--- src/assert_macros.svh ---
// Assertion macros shared by the ring buffer RTL.
// No dependencies; included by the modules that carry concurrent checks.
`ifndef ASSERT_MACROS_SVH
`define ASSERT_MACROS_SVH

// Property must hold at every clock edge outside reset.
`define ASSERT_ALWAYS(label, clk, rstn, expr, msg) \
    label: assert property (@(posedge clk) disable iff (!(rstn)) (expr)) \
        else $error(msg);

// When the antecedent holds, the consequent must hold in the same cycle.
`define ASSERT_IMPLIES(label, clk, rstn, ante, cons, msg) \
    label: assert property (@(posedge clk) disable iff (!(rstn)) (ante) |-> (cons)) \
        else $error(msg);

`endif

--- src/brb_pkg.sv ---
// Shared types and constants of the multi-byte ring buffer.
// No dependencies; imported by the controller, the datapath and the top level.
package brb_pkg;

    localparam int LANES   = 8;
    localparam int LANE_IW = $clog2(LANES);
    localparam int BYTE_W  = 8;
    localparam int LEN_W   = 4;
    localparam int USED_W  = 11;
    localparam int ACT_W   = 3;

    localparam logic [ACT_W-1:0] ACT_ENQ   = 3'd0;
    localparam logic [ACT_W-1:0] ACT_DEQ   = 3'd1;
    localparam logic [ACT_W-1:0] ACT_PEEK  = 3'd2;
    localparam logic [ACT_W-1:0] ACT_SKIP  = 3'd3;
    localparam logic [ACT_W-1:0] ACT_CLEAR = 3'd4;

    typedef struct packed {
        logic [ACT_W-1:0]  action;
        logic [LEN_W-1:0]  length;
        logic [BYTE_W-1:0] in_byte_0;
        logic [BYTE_W-1:0] in_byte_1;
        logic [BYTE_W-1:0] in_byte_2;
        logic [BYTE_W-1:0] in_byte_3;
        logic [BYTE_W-1:0] in_byte_4;
        logic [BYTE_W-1:0] in_byte_5;
        logic [BYTE_W-1:0] in_byte_6;
        logic [BYTE_W-1:0] in_byte_7;
    } req_t;

    typedef struct packed {
        logic [LEN_W-1:0]  done_count;
        logic [USED_W-1:0] used_bytes;
        logic [BYTE_W-1:0] out_byte_0;
        logic [BYTE_W-1:0] out_byte_1;
        logic [BYTE_W-1:0] out_byte_2;
        logic [BYTE_W-1:0] out_byte_3;
        logic [BYTE_W-1:0] out_byte_4;
        logic [BYTE_W-1:0] out_byte_5;
        logic [BYTE_W-1:0] out_byte_6;
        logic [BYTE_W-1:0] out_byte_7;
    } rsp_t;

    // Commands from the controller to the datapath.
    typedef struct packed {
        logic latch;     // capture the request
        logic clear;     // empty the buffer
        logic start;     // load the byte address and lane counter
        logic write;     // write one byte to the store
        logic read;      // read one byte from the store
        logic grow;      // commit an enqueue
        logic advance;   // remove bytes from the front
        logic set_done;  // report the request length as moved
        logic load_out;  // move the result into the output register
    } cmd_t;

    // Status from the datapath to the controller.
    typedef struct packed {
        logic is_clear;
        logic enq_ok;
        logic rd_ok;
        logic skip_ok;
        logic is_deq;
        logic last;
        logic out_free;
    } status_t;

endpackage

--- src/brb_ctrl.sv ---
// Sequencing state machine of the ring buffer.
// Depends on brb_pkg for the command and status structs.
module brb_ctrl (
    input  logic             aclk,
    input  logic             aresetn,
    input  logic             s_valid,
    output logic             s_ready,
    input  brb_pkg::status_t status,
    output brb_pkg::cmd_t    cmd
);

    import brb_pkg::*;

    localparam logic [2:0] S_IDLE  = 3'd0;
    localparam logic [2:0] S_EVAL  = 3'd1;
    localparam logic [2:0] S_WRITE = 3'd2;
    localparam logic [2:0] S_READ  = 3'd3;
    localparam logic [2:0] S_RTAIL = 3'd4;
    localparam logic [2:0] S_RESP  = 3'd5;

    logic [2:0] state_reg;
    logic [2:0] state_next;

    always_ff @(posedge aclk) begin
        if (!aresetn) begin
            state_reg <= S_IDLE;
        end else begin
            state_reg <= state_next;
        end
    end

    always_comb begin
        state_next = state_reg;
        cmd        = '0;
        s_ready    = (state_reg == S_IDLE);
        case (state_reg)
            S_IDLE: begin
                if (s_valid) begin
                    cmd.latch  = 1'b1;
                    state_next = S_EVAL;
                end
            end
            S_EVAL: begin
                if (status.is_clear) begin
                    cmd.clear  = 1'b1;
                    state_next = S_RESP;
                end else if (status.enq_ok) begin
                    cmd.start  = 1'b1;
                    state_next = S_WRITE;
                end else if (status.rd_ok) begin
                    cmd.start  = 1'b1;
                    state_next = S_READ;
                end else if (status.skip_ok) begin
                    cmd.advance  = 1'b1;
                    cmd.set_done = 1'b1;
                    state_next   = S_RESP;
                end else begin
                    state_next = S_RESP;
                end
            end
            S_WRITE: begin
                cmd.write = 1'b1;
                if (status.last) begin
                    cmd.grow     = 1'b1;
                    cmd.set_done = 1'b1;
                    state_next   = S_RESP;
                end
            end
            S_READ: begin
                cmd.read = 1'b1;
                if (status.last) begin
                    state_next = S_RTAIL;
                end
            end
            S_RTAIL: begin
                // The last byte lands in its lane at the end of this cycle.
                cmd.set_done = 1'b1;
                cmd.advance  = status.is_deq;
                state_next   = S_RESP;
            end
            S_RESP: begin
                if (status.out_free) begin
                    cmd.load_out = 1'b1;
                    state_next   = S_IDLE;
                end
            end
            default: begin
                state_next = S_IDLE;
            end
        endcase
    end

endmodule

--- config.mk ---
export PLATFORM = sky130hd
export DESIGN_NAME = brb_ctrl
export DESIGN_NICKNAME = d
export VERILOG_FILES = /design/src/assert_macros.svh /design/src/brb_pkg.sv /design/src/brb_ctrl.sv
export SDC_FILE = /design/constraint.sdc
export NUM_CORES = 1
export LEC_CHECK = 0
export BUFFER_PORTS_ARGS = -buffer_cell sky130_fd_sc_hd__buf_2
export CAP_MARGIN = 5
export CORE_AREA = 3 3 40 42
export CTS_BUF_LIST = sky130_fd_sc_hd__clkbuf_4 sky130_fd_sc_hd__clkbuf_8 sky130_fd_sc_hd__clkbuf_16
export DETAILED_ROUTE_END_ITERATION = 12
export DIE_AREA = 0 0 43 45
export PLACE_DENSITY = 0.59
export SYNTH_ARGS = -nofsm -noshare
export SYNTH_HDL_FRONTEND = slang
export SYNTH_SLANG_ARGS = --single-unit
--- constraint.sdc ---
create_clock -name aclk -period 3.55 [get_ports aclk]
set_input_delay 0.5325 -clock aclk [delete_from_list [all_inputs] [get_ports aclk]]
set_output_delay 0.5325 -clock aclk [all_outputs]
set_load 0.01 [all_outputs]
Word level (Yosys, flattened, before mapping)
Index checks and enable logic that the tools add are counted.
{"block": "totals", "in_bits": 10, "elab_cells": 39, "regBits": 3, "mem_count": 0, "mem_bits_rw": 0, "latch_bits": 0, "out_inout_bits": 10, "romBits": 0}
{"block": "classes", "n_eq_ne": 9, "n_div": 0, "add_sub_neg": 0, "n_lt_le_gt_ge": 0, "n_mux": 27, "shifts": 0, "bitwise": 0, "n_mul": 0, "n_reduce_logical": 2}
{"op": "3-bit two-way mux", "count": 7}
{"op": "3-bit one-hot mux with 6 select lines", "count": 1}
{"op": "1-bit two-way mux", "count": 12}
{"op": "2-bit two-way mux", "count": 5}
{"op": "2-bit inequality test, second input constant", "count": 4}
{"op": "3-bit by 2-bit == test with 1-bit output, second input constant", "count": 2}
{"op": "3-bit == test, second input constant", "count": 2}
{"op": "4-bit AND reduction", "count": 1}
{"op": "3-bit by 1-bit == test with 1-bit output, second input constant", "count": 1}
{"op": "3-bit zero test", "count": 1}
{"op": "1-bit one-hot mux with 3 select lines", "count": 1}
{"op": "1-bit one-hot mux with 2 select lines", "count": 1}

Longest topological paths before layout
Gate-level depths: netlist of the first run.
{"block": "depth", "depth_word": 5, "ltp_mapped": 4, "mapped_depth_nobuf": 3}

Worst setup path after synthesis of the first run
OpenSTA, ideal clock, no wires.
{"block": "synth_path", "path_type": "input to output", "from": "input status[5] (netlist bit)", "to": "output cmd[2] (netlist bit)", "setup_slack_ns": 1.731, "required_time_ns": 3.017, "n_path_buf": 0, "cell_stages": 3, "arrival_ns": 1.287, "cell_sequence": "nor2_1 > or4b_1 > a21oi_1"}
{"item": "start: declaration", "line_no": "brb_ctrl.sv:8", "text": "input brb_pkg::status_t status,"}
{"item": "end: declaration", "line_no": "brb_ctrl.sv:9", "text": "output brb_pkg::cmd_t cmd"}

==> results.toml, run 1 <==
[sta]
hold_viol = 0
maxSlewViolCount = 0
rsz0062_at_grt = "false"
fin_crit_ns = 2.170
max_clock_freq_mhz = 460.7
tightestPinTransition_ns = 0.4056
max_slew_margin_pct = 72.92
finalSetupTns_ns = 0
fin_ws_ns = 1.380
setup_viol = 0
period_share_pct = 61.14
hold_slack_ns = 0.5780
skew_ns = 0.003465

[synth]
async_flop_share_pct = 0
yosysSeqAreaShare_pct = 19.43
synth-edff-count = 0
synth_cells = 40
synth_flop_cell = "dfxtp_1"
syn_nets = 50
ys_top_cells_by_count = "3 x dfxtp_1, 3 x inv_1, 3 x nor2_1"
syn_area_um2 = 309.0
avgSynthCellArea_um2 = 7.726
yosys.area.top_type = "dfxtp_1"
yosysWarnings = 0
synth_cell_types = 30
synthTopCellsByArea = "dfxtp_1 19%, nor3b_1 4.9%, and4bb_1 4.0%"
synth_seq_cells = 3
synth.top_cell.area_share_pct = 19.43

[drt]
drc_errors = 0
via_per_inst = 5.000
drt_pre_antenna_iters = 3
wl_um = 814
drtAntennaViolNets = 0
vias = 375
avgRoutedWirePerCell_um = 10.85
first_iter_violations = 5

[clock_network]
cts_buffer_depth = 2
cts_resized = 0
root_buffer = "clkbuf_4"
cts_setup_buffers = 0
cts_buffers = 3
clk_pin_slew_worst_paths_ns = 0.04
cts.sinks = 3
cts_tree = "done"
cts_hold_buf = 0
insertion_delay_ns = 0.24
htreeDepth = 1

[global_routing]
met2_usage_pct = 17.37
grt_overflow = 0
grt_max_degree = 15
antenna_found_initial = 0
met1_usage_pct = 11.27
grt_pass1_wl_um = 1469
top_usage_layer = "met2"
met3_usage_pct = 1.594
grt_pass1_vias = 352
grt.total_usage_pct = 9.809

[power]
leakage_nw = 0.2179
power_switching_mw = 0.1492
p_sw_share_pct = 43.98
power_frac_comb_pct = 52.4
p_int_mw = 0.1900
clkPwrFrac_pct = 20.3
power.total_mw = 0.3391
power_density_nw_per_um2 = 770.0
seqPwrFrac_pct = 27.3
max-vdd-ir-drop_mv = 0.4385

[layout]
fill_cells = 152
drive_above_1_share_pct = 43.33
syn_to_final_growth_pct = 42.51
fin_util_pct = 34.27
diodes = 0
largest_register_ffs = 3
finalNetCount = 71

[floorplanning]
die_h_um = 45
coreArea_um2 = 1285
core.rowCount = 13
die-area_um2 = 1935
die_w_um = 43
initial_core_util_pct = 24.05
ios = 20

[critical_path]
path_class = "flip-flop to output port"
slowest_delay_ns = 0.56
critPathLaunchType = "flip-flop"
crit_slowest_cell = "dfxtp_1"
cp_data_required_time_ns = 3.02
cp-end-kind = "output port"
path_cells = "nand2_1 > or4b_1 > a21oi_1 > buf_2"
cp.arrival_ns = 1.64
cp_max_fo = 14

[place]
hpwl_um = 644
gp_congestion = 0.7248
numPortBuffers = 19
dp_slack_ns = 1.545

[job]
cap_violations = 0

[status]
outcome = "finished, final reports clean"

[hold_path]
hold_path.class = "input pin to flip-flop"
-- cell families (layout without fill, tap and decap cells) --
kind of cell,after synthesis,count (layout),synth area share (%)
AND/OR/NAND/NOR,20,20,47.77
AO/OA/AOI/OAI,11,11,25.10
buffers and inverters,6,26,7.691
flip-flops,3,3,19.43
-- power by group through the flow --
stage / Combinational (mW) / Sequential, mW / Clock (mW)
global placement: 0.180 / 0.0944 / 0
global route: 0.201 / 0.0984 / 0.0750
CTS: 0.181 / 0.0936 / 0.0712
detailed placement: 0.181 / 0.0941 / 0
finish: 0.178 / 0.0926 / 0.0690
floorplan: 0.157 / 0.0594 / 0
-- worst max-delay path, delay by kind of cell (launching register included) --
kind,cells,cell delay (ns)
AND/OR/NAND/NOR,2,0.58
flip-flops,1,0.56
buffers and inverters,1,0.15
AO/OA/AOI/OAI,1,0.12
-- cell usage in the layout, fill, tap and decap left out, drive strengths merged, types with 2 or more instances in the layout --
cell type / count
inv: 3
buf: 19
nor2: 3
dfxtp: 3
a21oi: 2
clkbuf: 4
nor3b: 2
nor3: 2
o21ai: 3
-- final cells by class --
type                    instances  area (um2)  area share, %
clock buffers                   4       30.03          6.818
inverters                       3       11.26          2.557
multi-input cells              31       225.2          51.14
flip-flops and latches          3       60.06          13.64
well taps                      15       18.77          4.261
repair buffers                 19       95.09          21.59
-- per-stage QoR --
step,cells,area [um2]
after global routing,75,440.4
final,75,440.4
after global placement,71,410.4
after floorplan,40,309.0
after detailed placement,71,410.4
after CTS,75,440.4
-- routing by layer --
| layer | share of wire (%) | up-vias | routed length [um] |
|---|---|---|---|
| li1 | - | 190 | - |
| met4 | 2.0 | 0 | 16 |
| met5 | 0 | - | 0 |
| met2 | 50 | 13 | 407 |
| met3 | 6.0 | 2 | 49 |
| met1 | 42 | 170 | 340 |
-- worst paths after layout --
path,from,endpoint,slack [ns],depth (start not counted)
worst min register to register,state_reg[0],state_reg[0],0.70,2
worst min-delay path,aresetn,state_reg[2],0.58,3
worst max-delay path,state_reg[0],cmd[2],1.38,4
worst max register to register,state_reg[2],state_reg[0],2.05,3
Power figures use the tool's default switching activity.
==> run 2: changes to the inputs <==
clock period = 2.1 ns   (was 3.55 ns; I/O delays follow)
==> run 2 against run 1 <==
Setup slack worse by 1.1 ns. Sequential power increased by 57%. Register-to-register slack worse by 1.4 ns. Utilization up 0.58 points. Clock skew hardly changed. Highest routed layer is now met3. Die area did not move. Global-route usage shrank 1.6 points.
==> results.toml, run 2 (synthesis gave the netlist of run 1 again) <==
[status]
outcome = "finished, final reports clean"

[floorplanning]
core.rowCount = 13
ios = 20
die-area_um2 = 1935
initial_core_util_pct = 24.05
die_w_um = 43
die_h_um = 45
coreArea_um2 = 1285

[place]
dpl.cell_count = 72
numPortBuffers = 19
hpwl_um = 624.4
gp_congestion = 0.7263

[sta]
max_slew_margin_pct = 77.23
max_clock_freq_mhz = 545.2
hold_slack_ns = 0.3575
tightestPinTransition_ns = 0.3411
fin_crit_ns = 1.834
finalSetupTns_ns = 0
hold_viol = 0
setup_viol = 0
maxSlewViolCount = 0
skew_ns = 0.003481
rsz0062_at_grt = "false"
period_share_pct = 87.34

[clock_network]
cts_resized = 0
cts_tree = "done"
cts_buffers = 3
htreeDepth = 1
insertion_delay_ns = 0.23
root_buffer = "clkbuf_4"
clk_pin_slew_worst_paths_ns = 0.03
cts.sinks = 3
cts_buffer_depth = 2
cts_setup_buffers = 0
cts_hold_buf = 0

[global_routing]
antenna_found_initial = 0
grt.total_usage_pct = 8.229
grt_pass1_vias = 292
grt_pass1_wl_um = 1262
grt_overflow = 0
grt_max_degree = 13

[layout]
fin_util_pct = 34.86
diodes = 0
drive_above_1_share_pct = 44.26
final_common_cell = "buf_2"
final_cell_mix = "19 x buf_2, 4 x clkbuf_4, 3 x inv_1, 3 x nor2_1, 3 x dfxtp_1"
syn_to_final_growth_pct = 44.94
finalNonFillerCells = 76
finalNetCount = 72
largest_register_ffs = 3

[critical_path]
critPathLaunchType = "flip-flop"
slowest_delay_ns = 0.50
cp.arrival_ns = 1.52
cp_max_fo = 8
cp_data_required_time_ns = 1.78
rr_startpoint = "state_reg[2]"
reg2reg_to = "state_reg[0]"
ff2ff_setup_slack_ns = 0.60
cp-end-kind = "output port"
crit_slowest_cell = "or4b_1"
path_cells = "nand2_1 > or4b_1 > a21oi_1 > buf_2"
reg2regPathDepth = 3
path_class = "flip-flop to output port"

[power]
p_sw_share_pct = 43.33
power_frac_comb_pct = 56.2
seqPwrFrac_pct = 24.8
clkPwrFrac_pct = 19.0
power_switching_mw = 0.2535
p_int_mw = 0.3315
leakage_nw = 0.2229
power_density_nw_per_um2 = 1306
max-vdd-ir-drop_mv = 0.5436
power.total_mw = 0.5850

[drt]
drtAntennaViolNets = 0
drc_errors = 0
avgRoutedWirePerCell_um = 10.20
first_iter_violations = 16
drt_pre_antenna_iters = 4
via_per_inst = 4.789
wl_um = 775
vias = 364

[job]
cap_violations = 0

[hold_path]
min_to = "state_reg[2]"
hold_path.class = "input pin to flip-flop"
min_from = "aresetn"
holdPathStages = 3
==> run 2: cell count changes in the layout (fill, tap and decap cells not counted), sizes merged <==
| cell | before | now |
|---|---|---|
| buf | 19 | 20 |
==> run 2: worst max-delay path, delay by kind of cell (launching register included) <==
| kind | cells | cell delay [ns] |
|---|---|---|
| simple gates | 2 | 0.57 |
| compound gates | 1 | 0.13 |
| buf+inv | 1 | 0.14 |
| flops | 1 | 0.45 |
==> run 2: stage by stage <==
stage	instance area [um2]	worst slack (ns)
after floorplan	309.0	0.6055
after global placement	417.9	0.5034
after detailed placement	417.9	0.5017
after CTS	447.9	0.2506
after global routing	447.9	0.1679
final	447.9	0.2658
==> run 2: routing by layer <==
metal	up-vias	share of wire, %	global-route usage, %
met5	-	0	0
met1	155	51	11.99
met2	13	42	11.98
li1	196	-	-
met4	0	0	1.807
met3	0	6.3	2.390
==> run 2: cell type report <==
cell class              instances  area, um2
repair buffers                 20      102.6
clock buffers                   4      30.03
multi-input cells              31      225.2
inverters                       3      11.26
fillers                       143      837.1
flip-flops and latches          3      60.06
well taps                      15      18.77
==> run 2: power by group through the flow <==
stage	sequential [mW]	combinational, mW	clock [mW]
floorplan	0.100	0.265	0
finish	0.145	0.328	0.111
detailed placement	0.146	0.331	0
global route	0.155	0.362	0.122
CTS	0.145	0.332	0.114
global placement	0.145	0.331	0
==> run 2: worst max path at each step <==
stage                     cells after the start         start  slack (ns)  endpoint
after floorplan                               3  state_reg[2]        0.61    cmd[2]
after global placement                        4  state_reg[0]        0.50    cmd[2]
after detailed placement                      4  state_reg[0]        0.50    cmd[2]
after CTS                                     4  state_reg[0]        0.25    cmd[2]
after global routing                          4  state_reg[0]        0.17    cmd[2]
final                                         4  state_reg[0]        0.27    cmd[2]
==> run 3: changes to the inputs <==
CORE_AREA = 2 2 39 41   (was 3 3 40 42)
DIE_AREA = 0 0 41 43   (was 0 0 43 45)
RECOVER_POWER = 50   (was not set)
==> run 3 against run 2 <==
Clock power is 8% higher. Power is 2.4% lower. Hold slack worse by 0.0061 ns. First-iteration DRC count is 75% lower. Highest routed layer is now met4.
==> results.toml, run 3 (synthesis gave the netlist of run 1 again) <==
[status]
outcome = "finished, final reports clean"

[drt]
drc_errors = 0
avgRoutedWirePerCell_um = 10.53
drt_pre_antenna_iters = 3
wl_um = 811
via_per_inst = 4.779
drtAntennaViolNets = 0
first_iter_violations = 4
vias = 368

[floorplanning]
die-area_um2 = 1763
die_h_um = 43
coreArea_um2 = 1384
initial_core_util_pct = 22.33
ios = 20
die_w_um = 41
core.rowCount = 14

[sta]
maxSlewViolCount = 0
finalSetupTns_ns = 0
fin_crit_ns = 1.762
hold_slack_ns = 0.3514
hold_viol = 0
period_share_pct = 83.91
max_clock_freq_mhz = 567.5
tightestPinTransition_ns = 0.3349
skew_ns = 0.006840
rsz0062_at_grt = "false"
setup_viol = 0
max_slew_margin_pct = 77.64

[global_routing]
grt_pass1_vias = 316
grt_overflow = 0
grt_pass1_wl_um = 1283
antenna_found_initial = 0
grt.total_usage_pct = 11.03
grt_max_degree = 14

[layout]
finalNetCount = 72
largest_register_ffs = 3
diodes = 0
final_common_cell = "buf_2"
syn_to_final_growth_pct = 42.51
final_cell_mix = "16 x buf_2, 4 x clkbuf_4"
fill_cells = 158
drive_above_1_share_pct = 37.70

[power]
p_int_mw = 0.3181
power_density_nw_per_um2 = 1297
seqPwrFrac_pct = 23.1
clkPwrFrac_pct = 21.0
power_frac_comb_pct = 55.9
p_sw_share_pct = 44.31
power_switching_mw = 0.2531
max-vdd-ir-drop_mv = 0.3882
power.total_mw = 0.5712
leakage_nw = 0.2072

[critical_path]
cp.arrival_ns = 1.45
cp_data_required_time_ns = 1.78
critPathLaunchType = "flip-flop"
path_class = "flip-flop to output port"
ff2ff_setup_slack_ns = 0.51
cp_max_fo = 12
cp-end-kind = "output port"

[clock_network]
cts_setup_buffers = 0
root_buffer = "clkbuf_4"
htreeDepth = 1
clk_pin_slew_worst_paths_ns = 0.04
cts_hold_buf = 0
cts_buffers = 3
cts_resized = 0
cts.sinks = 3
insertion_delay_ns = 0.24
cts_tree = "done"
cts_buffer_depth = 2

[hold_path]
hold_path.class = "input pin to flip-flop"

[job]
cap_violations = 0

[place]
gp_congestion = 0.7593
numPortBuffers = 19
==> run 3: cell count changes in the layout (fill, tap and decap cells not counted) <==
cell,previous run,this run
or4_1,0,1
clkbuf_1,0,3
and4_4,1,0
and4_2,0,1
buf_2,19,16
or4_4,1,0
==> run 3: layout make-up <==
class                           count  area (um2)  share of cell area, %
Inverter                            3       11.26                  2.557
Timing Repair Buffer               20       98.84                  22.44
Multi-Input combinational cell     31       220.2                  50.00
Sequential cell                     3       60.06                  13.64
Clock buffer                        4       30.03                  6.818
Tap cell                           16       20.02                  4.545
==> run 3: worst max-delay path: stages, from the launching register on <==
cell	delay [ns]
dfxtp_1	0.40
or4b_1	0.55
a21oi_1	0.12
buf_2	0.14
==> run 3: layer usage <==
| layer | track usage, % | routed length, um | part of all wire (%) |
|---|---|---|---|
| met1 | 13.78 | 368 | 45 |
| met2 | 14.37 | 373 | 46 |
| met3 | 3.141 | 45 | 5.5 |
| met4 | 10.00 | 23 | 2.8 |
| met5 | 0 | 0 | 0 |
==> run 3: worst paths after layout <==
kind	start	to	cells past startpoint
worst max-delay path	state_reg[2]	cmd[2]	3
worst min-delay path	aresetn	state_reg[2]	3
worst max register to register	state_reg[0]	state_reg[0]	4
worst min register to register	state_reg[0]	state_reg[0]	2
==> run 3: through the flow <==
stage / setup slack [ns] / utilization (%) / cell area, um2 / std cells
floorplan: 0.6055 / - / 309.0 / 40
global placement: 0.5220 / 30.29 / 419.2 / 73
detailed placement: 0.5232 / 30.29 / 419.2 / 73
CTS: 0.3240 / 32.46 / 449.2 / 77
global route: 0.2506 / 31.83 / 440.4 / 77
finish: 0.3380 / 31.83 / 440.4 / 77
==> run 3: power groups by stage <==
stage                     Clock [mW]  Combinational (mW)  Sequential [mW]
final                          0.120               0.320            0.132
after global routing           0.126               0.358            0.138
after CTS                      0.121               0.340            0.133
after detailed placement           0               0.338            0.136
after global placement             0               0.338            0.132
after floorplan                    0               0.265            0.100
